==> config.mk <==
export PLATFORM = sky130hd
export DESIGN_NAME = jet_colormap_pseudocolor
export DESIGN_NICKNAME = d
export VERILOG_FILES = /design/src/design/jetcm_pkg.sv /design/src/design/jetcm_cfg.sv /design/src/design/jet_colormap_pseudocolor.sv
export SDC_FILE = /design/constraint.sdc
export NUM_CORES = 2
export LEC_CHECK = 0
export BUFFER_PORTS_ARGS = -buffer_cell sky130_fd_sc_hd__buf_2
export CELL_PAD_IN_SITES_DETAIL_PLACEMENT = 1
export CELL_PAD_IN_SITES_GLOBAL_PLACEMENT = 2
export CORE_ASPECT_RATIO = 1.5
export CORE_MARGIN = 4
export CORE_UTILIZATION = 47
export DETAILED_ROUTE_END_ITERATION = 10
export GPL_TIMING_DRIVEN = 0
export PLACE_DENSITY_LB_ADDON = 0.1
export SLEW_MARGIN = 5
export SYNTH_ARGS = -nofsm -noshare
export SYNTH_HDL_FRONTEND = slang
export SYNTH_HIERARCHICAL = 1
export SYNTH_SLANG_ARGS = --single-unit
==> constraint.sdc <==
create_clock -name clk -period 12.75 [get_ports clk]
set_clock_uncertainty 0.15 [all_clocks]
set_input_delay 3.1875 -clock clk [delete_from_list [all_inputs] [get_ports clk]]
set_output_delay 3.1875 -clock clk [all_outputs]
set_load 0.05 [all_outputs]
==> src/design/jetcm_pkg.sv <==
package jetcm_pkg;

  // Data formats
  localparam int SAMPLE_W            = 32;
  localparam int REG_W               = 32;
  localparam int CHAN_W              = 8;
  localparam int ENTRY_W             = 5;   // table entries in sixteenths, 0..16
  localparam int COLOR_ENTRIES       = 64;
  localparam int SCALE_FRACTION_BITS = 24;
  localparam int TABLE_ROWS          = 64;
  localparam int ROW_W               = 6;
  localparam int FRAC_BITS           = 24;
  localparam int NUM_CHANNELS        = 3;

  // Product of the difference and the scale: 16 + SCALE_FRACTION_BITS fraction bits
  localparam int PROD_W  = 2 * SAMPLE_W;
  localparam int POS_LSB = 16 + SCALE_FRACTION_BITS - FRAC_BITS;
  localparam int POS_W   = PROD_W - POS_LSB;
  localparam int IPART_W = POS_W - FRAC_BITS;

  localparam int ROW_LIMIT =
    ((COLOR_ENTRIES < TABLE_ROWS) ? COLOR_ENTRIES : TABLE_ROWS) - 2;

  // Blend sum c = a*(1 - f) + b*f, at most 16 * 2^24
  localparam int BLEND_W = ENTRY_W + FRAC_BITS;
  localparam int SCALED_W = BLEND_W + CHAN_W;

  localparam logic [CHAN_W-1:0] GREY_LEVEL = CHAN_W'(204);

  // Configuration register indexes
  localparam int CFG_INDEX_W = 2;
  localparam logic [CFG_INDEX_W-1:0] REG_MIN_VALUE      = 2'd0;
  localparam logic [CFG_INDEX_W-1:0] REG_MAX_VALUE      = 2'd1;
  localparam logic [CFG_INDEX_W-1:0] REG_POSITION_SCALE = 2'd2;

  localparam logic [REG_W-1:0] MIN_VALUE_RESET      = 32'd0;
  localparam logic [REG_W-1:0] MAX_VALUE_RESET      = 32'd65536;
  localparam logic [REG_W-1:0] POSITION_SCALE_RESET = 32'd1056964608;

  typedef struct packed {
    logic signed [REG_W-1:0] min_value;
    logic signed [REG_W-1:0] max_value;
    logic [REG_W-1:0]        position_scale;
  } cfg_regs_t;

  typedef struct packed {
    logic [ENTRY_W-1:0] r;
    logic [ENTRY_W-1:0] g;
    logic [ENTRY_W-1:0] b;
  } jet_row_t;

  // Jet table in sixteenths, built from its piecewise-linear segments
  function automatic jet_row_t jet_entry(input logic [ROW_W-1:0] i);
    jet_row_t e;
    e = '0;
    priority if (i < 6'd8) begin
      e.b = ENTRY_W'(i + 6'd9);
    end else if (i < 6'd24) begin
      e.g = ENTRY_W'(i - 6'd7);
      e.b = ENTRY_W'(16);
    end else if (i < 6'd40) begin
      e.r = ENTRY_W'(i - 6'd23);
      e.g = ENTRY_W'(16);
      e.b = ENTRY_W'(6'd39 - i);
    end else if (i < 6'd56) begin
      e.r = ENTRY_W'(16);
      e.g = ENTRY_W'(6'd55 - i);
    end else begin
      e.r = ENTRY_W'(7'd71 - {1'b0, i});
    end
    return e;
  endfunction

endpackage

==> src/design/jetcm_cfg.sv <==
module jetcm_cfg (
  input  logic                                clk,
  input  logic                                rst,
  input  logic                                cfg_we,
  input  logic [jetcm_pkg::CFG_INDEX_W-1:0]   cfg_index,
  input  logic [jetcm_pkg::REG_W-1:0]         cfg_wdata,
  output jetcm_pkg::cfg_regs_t                regs
);
  import jetcm_pkg::*;

  always_ff @(posedge clk) begin
    if (rst) begin
      regs.min_value      <= MIN_VALUE_RESET;
      regs.max_value      <= MAX_VALUE_RESET;
      regs.position_scale <= POSITION_SCALE_RESET;
    end else if (cfg_we) begin
      // drop writes to indexes beyond the register list
      unique case (cfg_index)
        REG_MIN_VALUE:      regs.min_value      <= cfg_wdata;
        REG_MAX_VALUE:      regs.max_value      <= cfg_wdata;
        REG_POSITION_SCALE: regs.position_scale <= cfg_wdata;
        default: ;
      endcase
    end
  end

endmodule

==> src/design/jet_colormap_pseudocolor.sv <==
// Jet pseudocolor mapper. Each signed Q16.16 sample on the slave stream becomes
// one RGB pixel on the master stream, in order. A sample below min_value or
// above max_value gives grey 204,204,204 with the out-of-range flag set in
// tuser. Otherwise the position (sample - min_value) * position_scale picks two
// neighboring entries of a 64-entry jet table and blends them with a 24-bit
// fraction; positions past the last section give the last entry. Software sets
// position_scale to 63 / (max_value - min_value) in unsigned Q8.24. Registers
// must be written through the cfg port only while the stream is idle; the block
// does not enforce this. Throughput is one request per clock while the output is
// not stalled. Stages: range check, 32x32 multiply, table lookup, blend, scale
// and round. Each stage holds its request while the stage after it is full and
// stalled, so bubbles are squeezed out and input is taken while a result waits.
module jet_colormap_pseudocolor (
  input  logic                                clk,
  input  logic                                rst,
  // configuration
  input  logic                                cfg_we,
  input  logic [jetcm_pkg::CFG_INDEX_W-1:0]   cfg_index,
  input  logic [jetcm_pkg::REG_W-1:0]         cfg_wdata,
  // sample stream
  input  logic                                s_axis_tvalid,
  output logic                                s_axis_tready,
  input  logic [31:0]                         s_axis_tdata,   // [31:0] sample_value
  // pixel stream
  output logic                                m_axis_tvalid,
  input  logic                                m_axis_tready,
  output logic [23:0]                         m_axis_tdata,   // [7:0] red, [15:8] green,
                                                              // [23:16] blue
  output logic                                m_axis_tuser    // [0] out_of_range
);
  import jetcm_pkg::*;

  cfg_regs_t regs;

  jetcm_cfg u_cfg (
    .clk       (clk),
    .rst       (rst),
    .cfg_we    (cfg_we),
    .cfg_index (cfg_index),
    .cfg_wdata (cfg_wdata),
    .regs      (regs)
  );

  // Stage handshake: a stage loads when it is empty or its content moves on
  logic s1_valid, s2_valid, s3_valid, s4_valid, out_valid;
  logic s1_ready, s2_ready, s3_ready, s4_ready, out_ready;

  assign out_ready     = !out_valid || m_axis_tready;
  assign s4_ready      = !s4_valid  || out_ready;
  assign s3_ready      = !s3_valid  || s4_ready;
  assign s2_ready      = !s2_valid  || s3_ready;
  assign s1_ready      = !s1_valid  || s2_ready;
  assign s_axis_tready = s1_ready;

  always_ff @(posedge clk) begin
    if (rst) begin
      s1_valid  <= 1'b0;
      s2_valid  <= 1'b0;
      s3_valid  <= 1'b0;
      s4_valid  <= 1'b0;
      out_valid <= 1'b0;
    end else begin
      if (s1_ready)  s1_valid  <= s_axis_tvalid;
      if (s2_ready)  s2_valid  <= s1_valid;
      if (s3_ready)  s3_valid  <= s2_valid;
      if (s4_ready)  s4_valid  <= s3_valid;
      if (out_ready) out_valid <= s4_valid;
    end
  end

  // Stage 1: range check and offset from min_value
  logic signed [SAMPLE_W-1:0] sample;
  logic signed [SAMPLE_W:0]   offset_next;
  logic                       oor_next;
  logic [SAMPLE_W-1:0]        s1_diff;
  logic                       s1_oor;

  assign sample      = s_axis_tdata;
  assign offset_next = (SAMPLE_W+1)'(sample) - (SAMPLE_W+1)'(regs.min_value);
  assign oor_next    = offset_next[SAMPLE_W] || (sample > regs.max_value);

  always_ff @(posedge clk) begin
    if (s1_ready) begin
      s1_diff <= offset_next[SAMPLE_W-1:0];
      s1_oor  <= oor_next;
    end
  end

  // Stage 2: table position = difference * scale, keep integer part and fraction
  logic [PROD_W-1:0] product_next;
  logic [POS_W-1:0]  s2_pos;
  logic              s2_oor;

  assign product_next = PROD_W'(s1_diff) * PROD_W'(regs.position_scale);

  always_ff @(posedge clk) begin
    if (s2_ready) begin
      s2_pos <= product_next[PROD_W-1:POS_LSB];
      s2_oor <= s1_oor;
    end
  end

  // Stage 3: saturate the position at the last section, fetch both neighbors
  logic [IPART_W-1:0]   ipart;
  logic                 past_end;
  logic [ROW_W-1:0]     row_next;
  logic [FRAC_BITS:0]   frac_next;
  jet_row_t             lo_row, hi_row;
  logic [ENTRY_W-1:0]   s3_lo [NUM_CHANNELS];
  logic [ENTRY_W-1:0]   s3_hi [NUM_CHANNELS];
  logic [FRAC_BITS:0]   s3_frac;
  logic                 s3_oor;

  assign ipart    = s2_pos[POS_W-1:FRAC_BITS];
  assign past_end = ipart > IPART_W'(ROW_LIMIT);

  always_comb begin
    if (past_end) begin
      row_next  = ROW_W'(ROW_LIMIT);
      frac_next = (FRAC_BITS+1)'(1) << FRAC_BITS;
    end else begin
      row_next  = ipart[ROW_W-1:0];
      frac_next = {1'b0, s2_pos[FRAC_BITS-1:0]};
    end
  end

  assign lo_row = jet_entry(row_next);
  assign hi_row = jet_entry(row_next + ROW_W'(1));

  always_ff @(posedge clk) begin
    if (s3_ready) begin
      s3_lo[0] <= lo_row.r;
      s3_lo[1] <= lo_row.g;
      s3_lo[2] <= lo_row.b;
      s3_hi[0] <= hi_row.r;
      s3_hi[1] <= hi_row.g;
      s3_hi[2] <= hi_row.b;
      s3_frac  <= frac_next;
      s3_oor   <= s2_oor;
    end
  end

  // Stage 4: blend per channel as a + (b - a) * f, in 2^-24 sixteenths
  logic signed [ENTRY_W:0]    delta  [NUM_CHANNELS];
  logic signed [31:0]         slope  [NUM_CHANNELS];
  logic signed [31:0]         base   [NUM_CHANNELS];
  logic signed [FRAC_BITS+1:0] frac_s;
  logic [BLEND_W-1:0]         blend_next [NUM_CHANNELS];
  logic [BLEND_W-1:0]         s4_blend   [NUM_CHANNELS];
  logic                       s4_oor;

  assign frac_s = {1'b0, s3_frac};

  always_comb begin
    for (int ch = 0; ch < NUM_CHANNELS; ch++) begin
      delta[ch] = $signed({1'b0, s3_hi[ch]}) - $signed({1'b0, s3_lo[ch]});
      slope[ch] = 32'(delta[ch]) * 32'(frac_s);
      base[ch]  = $signed({3'b0, s3_lo[ch], {FRAC_BITS{1'b0}}});
      blend_next[ch] = BLEND_W'(base[ch] + slope[ch]);
    end
  end

  always_ff @(posedge clk) begin
    if (s4_ready) begin
      for (int ch = 0; ch < NUM_CHANNELS; ch++) begin
        s4_blend[ch] <= blend_next[ch];
      end
      s4_oor <= s3_oor;
    end
  end

  // Stage 5: times 255, round half up to 8 bits, or grey when out of range
  localparam logic [SCALED_W-1:0] ROUND_HALF = SCALED_W'(1) << (BLEND_W - 2);

  logic [SCALED_W-1:0] scaled  [NUM_CHANNELS];
  logic [CHAN_W-1:0]   chan_next [NUM_CHANNELS];
  logic [CHAN_W-1:0]   out_chan [NUM_CHANNELS];
  logic                out_oor;

  always_comb begin
    for (int ch = 0; ch < NUM_CHANNELS; ch++) begin
      scaled[ch] = ({s4_blend[ch], {CHAN_W{1'b0}}} - SCALED_W'(s4_blend[ch])) + ROUND_HALF;
      chan_next[ch] = s4_oor ? GREY_LEVEL : scaled[ch][BLEND_W+CHAN_W-2:BLEND_W-1];
    end
  end

  always_ff @(posedge clk) begin
    if (out_ready) begin
      for (int ch = 0; ch < NUM_CHANNELS; ch++) begin
        out_chan[ch] <= chan_next[ch];
      end
      out_oor <= s4_oor;
    end
  end

  assign m_axis_tvalid = out_valid;
  assign m_axis_tdata  = {out_chan[2], out_chan[1], out_chan[0]};
  assign m_axis_tuser  = out_oor;

endmodule

======== Word-level counts from Yosys, hierarchy flattened ========
Memories as Yosys holds them, arrays and structs flattened.
Cells that the tools add are included.
storage, ports and cells
  input bits .............................. 71
  register bits after elaboration ......... 211
  logic and storage cells ................. 105
  RAM bits ................................ 141
  output and inout bits ................... 27
  memories kept ........................... 4
memory list
  name      words  width  read ports  clocked after Yosys merged registers in  write ports  line                             source
  s4_blend  3      29     3           0                                        3            jet_colormap_pseudocolor.sv:149  logic [BLEND_W-1:0] s4_blend [NUM_CHANNELS];
  out_chan  3      8      3           0                                        3            jet_colormap_pseudocolor.sv:177  logic [CHAN_W-1:0] out_chan [NUM_CHANNELS];
  s3_hi     3      5      3           0                                        3            jet_colormap_pseudocolor.sv:110  logic [ENTRY_W-1:0] s3_hi [NUM_CHANNELS];
  s3_lo     3      5      3           0                                        3            jet_colormap_pseudocolor.sv:109  logic [ENTRY_W-1:0] s3_lo [NUM_CHANNELS];
operators by class
  multipliers ............................. 4
  $lt $le $gt $ge ......................... 10
  muxes and demuxes ....................... 27
  eq/ne operators ......................... 2
  reduce and logical (&&, ||, !) cells .... 15
  $add $sub $neg .......................... 26
operators with widths
  cell                      number
  $add A36 B28 Y36 const B  3
  $sub A36 B29 Y36          3
  $add A29 B29 Y29          3
  $mul A6 B26 Y29           3
  $mul A32 B32 Y64          1
  $mux W10                  6
  $mux W5                   10
  $sub A32 B32 Y33          1
  $gt A32 B32 Y1            1
  $mux W25                  1
  $gt A24 B6 Y1 const B     1
  $lt A6 B6 Y1 const B      4
  $mux W8                   3
  $sub A3 B5 Y5 const A     4
  $sub A5 B5 Y6             3
  $lt A6 B4 Y1 const B      2
  $lt A6 B5 Y1 const B      2
  $add A5 B4 Y5 const B     2
  $sub A5 B3 Y5 const B     2
  $sub A5 B5 Y5 const A     2
  $sub A5 B5 Y5 const B     2
  $add A6 B1 Y6 const B     1
  $logic_or A1 B1 Y1        6
  $mux W1                   6
  other kinds (6)           12

======== Depth between registers and ports, before layout ========
  depth after elaboration ................. 8
  mapped depth ............................ 29
  gate-level depth less buffers ........... 28

======== Cells and area by module ========
Netlist, hierarchy kept.
modules (own cells, without submodules)
  module                    area each (µm²)  cells an instance  sequential area each (µm²)  instances
  jet_colormap_pseudocolor  60907.2          6392               7637.3                      1
  jetcm_cfg                 3923.8           360                1921.8                      1

======== Worst setup path after synthesis ========
Ideal clock, no wire load.
  kind .................................... input-to-output
  start point ............................. input port m_axis_tready
  end point ............................... output port s_axis_tready
  stages .................................. 3
  data arrival time ....................... 4.799 ns
  data required time ...................... 9.412 ns
  path slack .............................. 4.614 ns
  cells stage by stage .................... nor2b_1 and3_1 nand3_1
between the ends
  cells in the longest elaborated chain, start to end .. 5
ends and longest elaborated chain
  what                line                            source
  start, declared     jet_colormap_pseudocolor.sv:26  input logic m_axis_tready,
  $logic_or A1 B1 Y1  jet_colormap_pseudocolor.sv:48  assign out_ready = !out_valid || m_axis_tready;
  $logic_or A1 B1 Y1  jet_colormap_pseudocolor.sv:49  assign s4_ready = !s4_valid || out_ready;
  $logic_or A1 B1 Y1  jet_colormap_pseudocolor.sv:50  assign s3_ready = !s3_valid || s4_ready;
  $logic_or A1 B1 Y1  jet_colormap_pseudocolor.sv:51  assign s2_ready = !s2_valid || s3_ready;
  $logic_or A1 B1 Y1  jet_colormap_pseudocolor.sv:52  assign s1_ready = !s1_valid || s2_ready;
  end, declared       jet_colormap_pseudocolor.sv:22  output logic s_axis_tready,
Every way passes these cells.

======== Worst setup path after layout ========
  start point ............................. register u_cfg/regs[8] (netlist name)
  end point ............................... register s2_pos[47], data pin
between the ends
  cells in the longest elaborated chain, start to end .. 1
ends and longest elaborated chain
  what                        line                            source
  $mul A32 B32 Y64            jet_colormap_pseudocolor.sv:94  assign product_next = PROD_W'(s1_diff) * PROD_W'(regs.position_scale);
  named net product_next[63]  jet_colormap_pseudocolor.sv:90  logic [PROD_W-1:0] product_next;
  end signal, assigned        jet_colormap_pseudocolor.sv:98  s2_pos <= product_next[PROD_W-1:POS_LSB];
  end, declared               jet_colormap_pseudocolor.sv:91  logic [POS_W-1:0] s2_pos;
The timed path passes the listed nets, and every way through them passes these cells.
A chain may end at the register's enable or synchronous reset.

==> metrics.txt <==
status finished clean; DR iter-0 viols 2,201; Synth top area share 36.7%; top cells by area, synth fa_1 37%, ha_1 12%, edfxtp_1 12%; min Tclk post-route 9680 ps; cell count after placement 8,617; postcts setup bufs 0; Yosys cell types 88; fmax 0.103 GHz; maximum clock insertion buffer count 3; DR DRC count 0; CP max stage cell clkbuf_1; die width 311 µm; Area Overhead vs Synth 6.46%; Final Instance Area 0.0690 mm²; Async SR Flop Fraction 0%; crit-path leading delay family adder cells; unrepaired setup endpoints after global routing no; WL/cell 27.2 µm; CTS tree done; Largest stage delay, worst path 890 ps; area post-placement 0.0676 mm²; Initial Util 47.4%; Hold Vio Cnt, Final 0; htree depth 2; CP Capture Type register; Pwr per Cell Area 291 mW/mm²; worst path bufs/invs 5; final cell count without fillers 8,708; yosys warns 6; # setup viols final 0; most frequent cell after synthesis inv_1; Commonest cells post-synth 1,301 x inv_1, 1,190 x fa_1, 763 x nand2_1; clk root buf clkbuf_16; sequential-to-total area share from yosys stat 14.7%; Total Routed Length 237 mm; number of synthesized flops with an enable pin 251; Clk Latency, worst-skew pair 680 ps; Leakage 33.4 nW; die area 0.144 mm²; CP required 13,000 ps; global-route wire length before repair 348 mm; syn nets 8,656; largest net degree at the start of global routing 63; critical-path cell list clkbuf_1 -> and2_1 -> fa_1 -> fa_1 -> inv_1 -> fa_1 -> fa_1 -> inv_1 -> fa_1 -> fa_1 -> fa_1 -> inv_1 -> fa_1 -> inv_1 -> ha_1 -> a21o_1 -> a21o_1 -> a21oi_1 -> nand3_1 -> a2111oi_4 -> nor2_2 -> a41o_2 -> o41ai_2 -> xnor2_1; Final Slew Violations 0; Sink Count 352; clock-pin transition on the worst setup and hold timing paths 70 ps; post-DP HPWL 204 mm; vias 48,101; Hold Path Class register to register; CTS buffer count 42; Sum Neg Setup Slack 0 ps; IO buf count 97; largest area contributor in the netlist fa_1; cts hold-fix bufs 0; Die Ht 463 µm; Mapped Avg Cell Area 9.60 µm²; Yosys reg bits 352; Final Power 20.1 mW; post-DR vias/cell 5.52; total track usage 33.0%; WP data arrival 9940 ps; Layout Nets 8,801; routability cong. 1.03; I/O pin count 98; Worst VDD drop 0.716 mV; antenna viol nets, final 0; fin crit share 76.0%; FP Rows 166; Util after Layout 50.5%; initial antenna violation count 8; vias in the first global route 55,000; core outline area 0.137 mm²; slew at the pin with the worst max-slew slack 1380 ps; crit path launch type register; Syn Inst Count 6,752; CP most frequent cell fa_1; Slew Limit Headroom 7.83%; maxcap violations 0; DRT Pass-1 Iters 5; grt total ovfl 0; crit path kind register to register; CP Max Fanout 10; post-CTS sizing 0; layout cells sized above 1 4.26%; Syn Std Cell Area 0.0648 mm²; ys flop type edfxtp_1
==> registers in the layout (all words and copies together) (netlist names), 15 cells and up <==
register    cells
out_chan       24
s1_diff        32
s2_pos         48
s3_frac        25
s3_hi          15
s3_lo          15
s4_blend       87
u_cfg/regs     96
==> power breakdown <==
part / leakage (nW) / switching [mW] / internal, mW
Sequential: 3.71 / 0.107 / 2.03
Clock: 0.660 / 0.552 / 0.672
Combinational: 29.1 / 10.1 / 6.69
Total: 33.4 / 10.7 / 9.39
==> logic make-up (layout without fill, tap and decap cells) <==
kind of cell | after synthesis | in the layout | share of synthesized area (%)
AND/OR/NAND/NOR | 2104 | 2104 | 16.7
buffers and inverters | 1608 | 1786 | 9.43
XOR/XNOR | 192 | 192 | 2.61
other | 0 | 14 | 0
AO/OA/AOI/OAI | 560 | 560 | 5.78
multiplexers | 103 | 103 | 1.59
flip-flops | 352 | 352 | 14.7
adder cells (fa/ha/maj) | 1833 | 1833 | 49.2
==> routing by layer <==
layer / vias to the layer above / routed length [µm] / track usage [%]
met1: 25080 / 76800 / 32.0
li1: 21054 / - / -
met4: 0 / 24500 / 26.5
met3: 704 / 8990 / 3.67
met2: 1263 / 126000 / 62.9
met5: - / 0 / 0
==> layout by cell type, fill, tap and decap left out, types with 33 or more instances in the layout <==
master	instances
dfxtp_1	101
a21oi_1	178
edfxtp_1	251
o21ai_0	70
nor2b_1	43
and2_1	679
nor3_1	33
or2_2	72
nor2_1	159
buf_2	103
clkbuf_16	43
ha_1	643
xnor2_1	131
nand2_1	761
clkbuf_1	292
xor2_1	60
nand2b_1	211
fa_1	1190
a21o_1	109
inv_1	1299
mux2i_1	101
nand3_1	48
==> worst reg2reg max path, stage by stage, from the launching register on <==
cell and delay (ps):
dfxtp_1 760, clkbuf_1 890, and2_1 290, fa_1 420, fa_1 570, inv_1 70
fa_1 500, fa_1 610, inv_1 90, fa_1 560, fa_1 430, fa_1 490
inv_1 50, fa_1 480, inv_1 40, ha_1 360, a21o_1 220, a21o_1 180
a21oi_1 400, nand3_1 250, a2111oi_4 720, nor2_2 180, a41o_2 320, o41ai_2 240
xnor2_1 140
==> final cells by class <==
cell class | count | area (µm²)
fill | 15608 | 67600
sequential | 352 | 9560
tap | 1764 | 2210
antenna | 14 | 35.0
clock inverter | 28 | 249
clock buffer | 49 | 1110
timing repair buffer | 101 | 573
buffer | 306 | 1230
multi-input combinational | 4792 | 49200
inverter | 1302 | 4890
==> through the flow <==
| stage | hold slack [ps] | setup WS [ps] |
|---|---|---|
| CTS | 285 | 3130 |
| detailed placement | 270 | 3130 |
| floorplan | 250 | 4610 |
| finish | 279 | 3070 |
| global route | 292 | 2800 |
| global placement | 254 | 3210 |
==> path summary, 6_finish.rpt <==
kind              slack, ps     startpoint  depth (start not counted)         end
setup / recovery       3070  u_cfg/regs[8]                         24  s2_pos[47]
hold / removal          280         s2_oor                          0      s3_oor
setup reg to reg       3070  u_cfg/regs[8]                         24  s2_pos[47]
hold reg to reg         280         s2_oor                          0      s3_oor
Power figures use the tool's default switching activity.
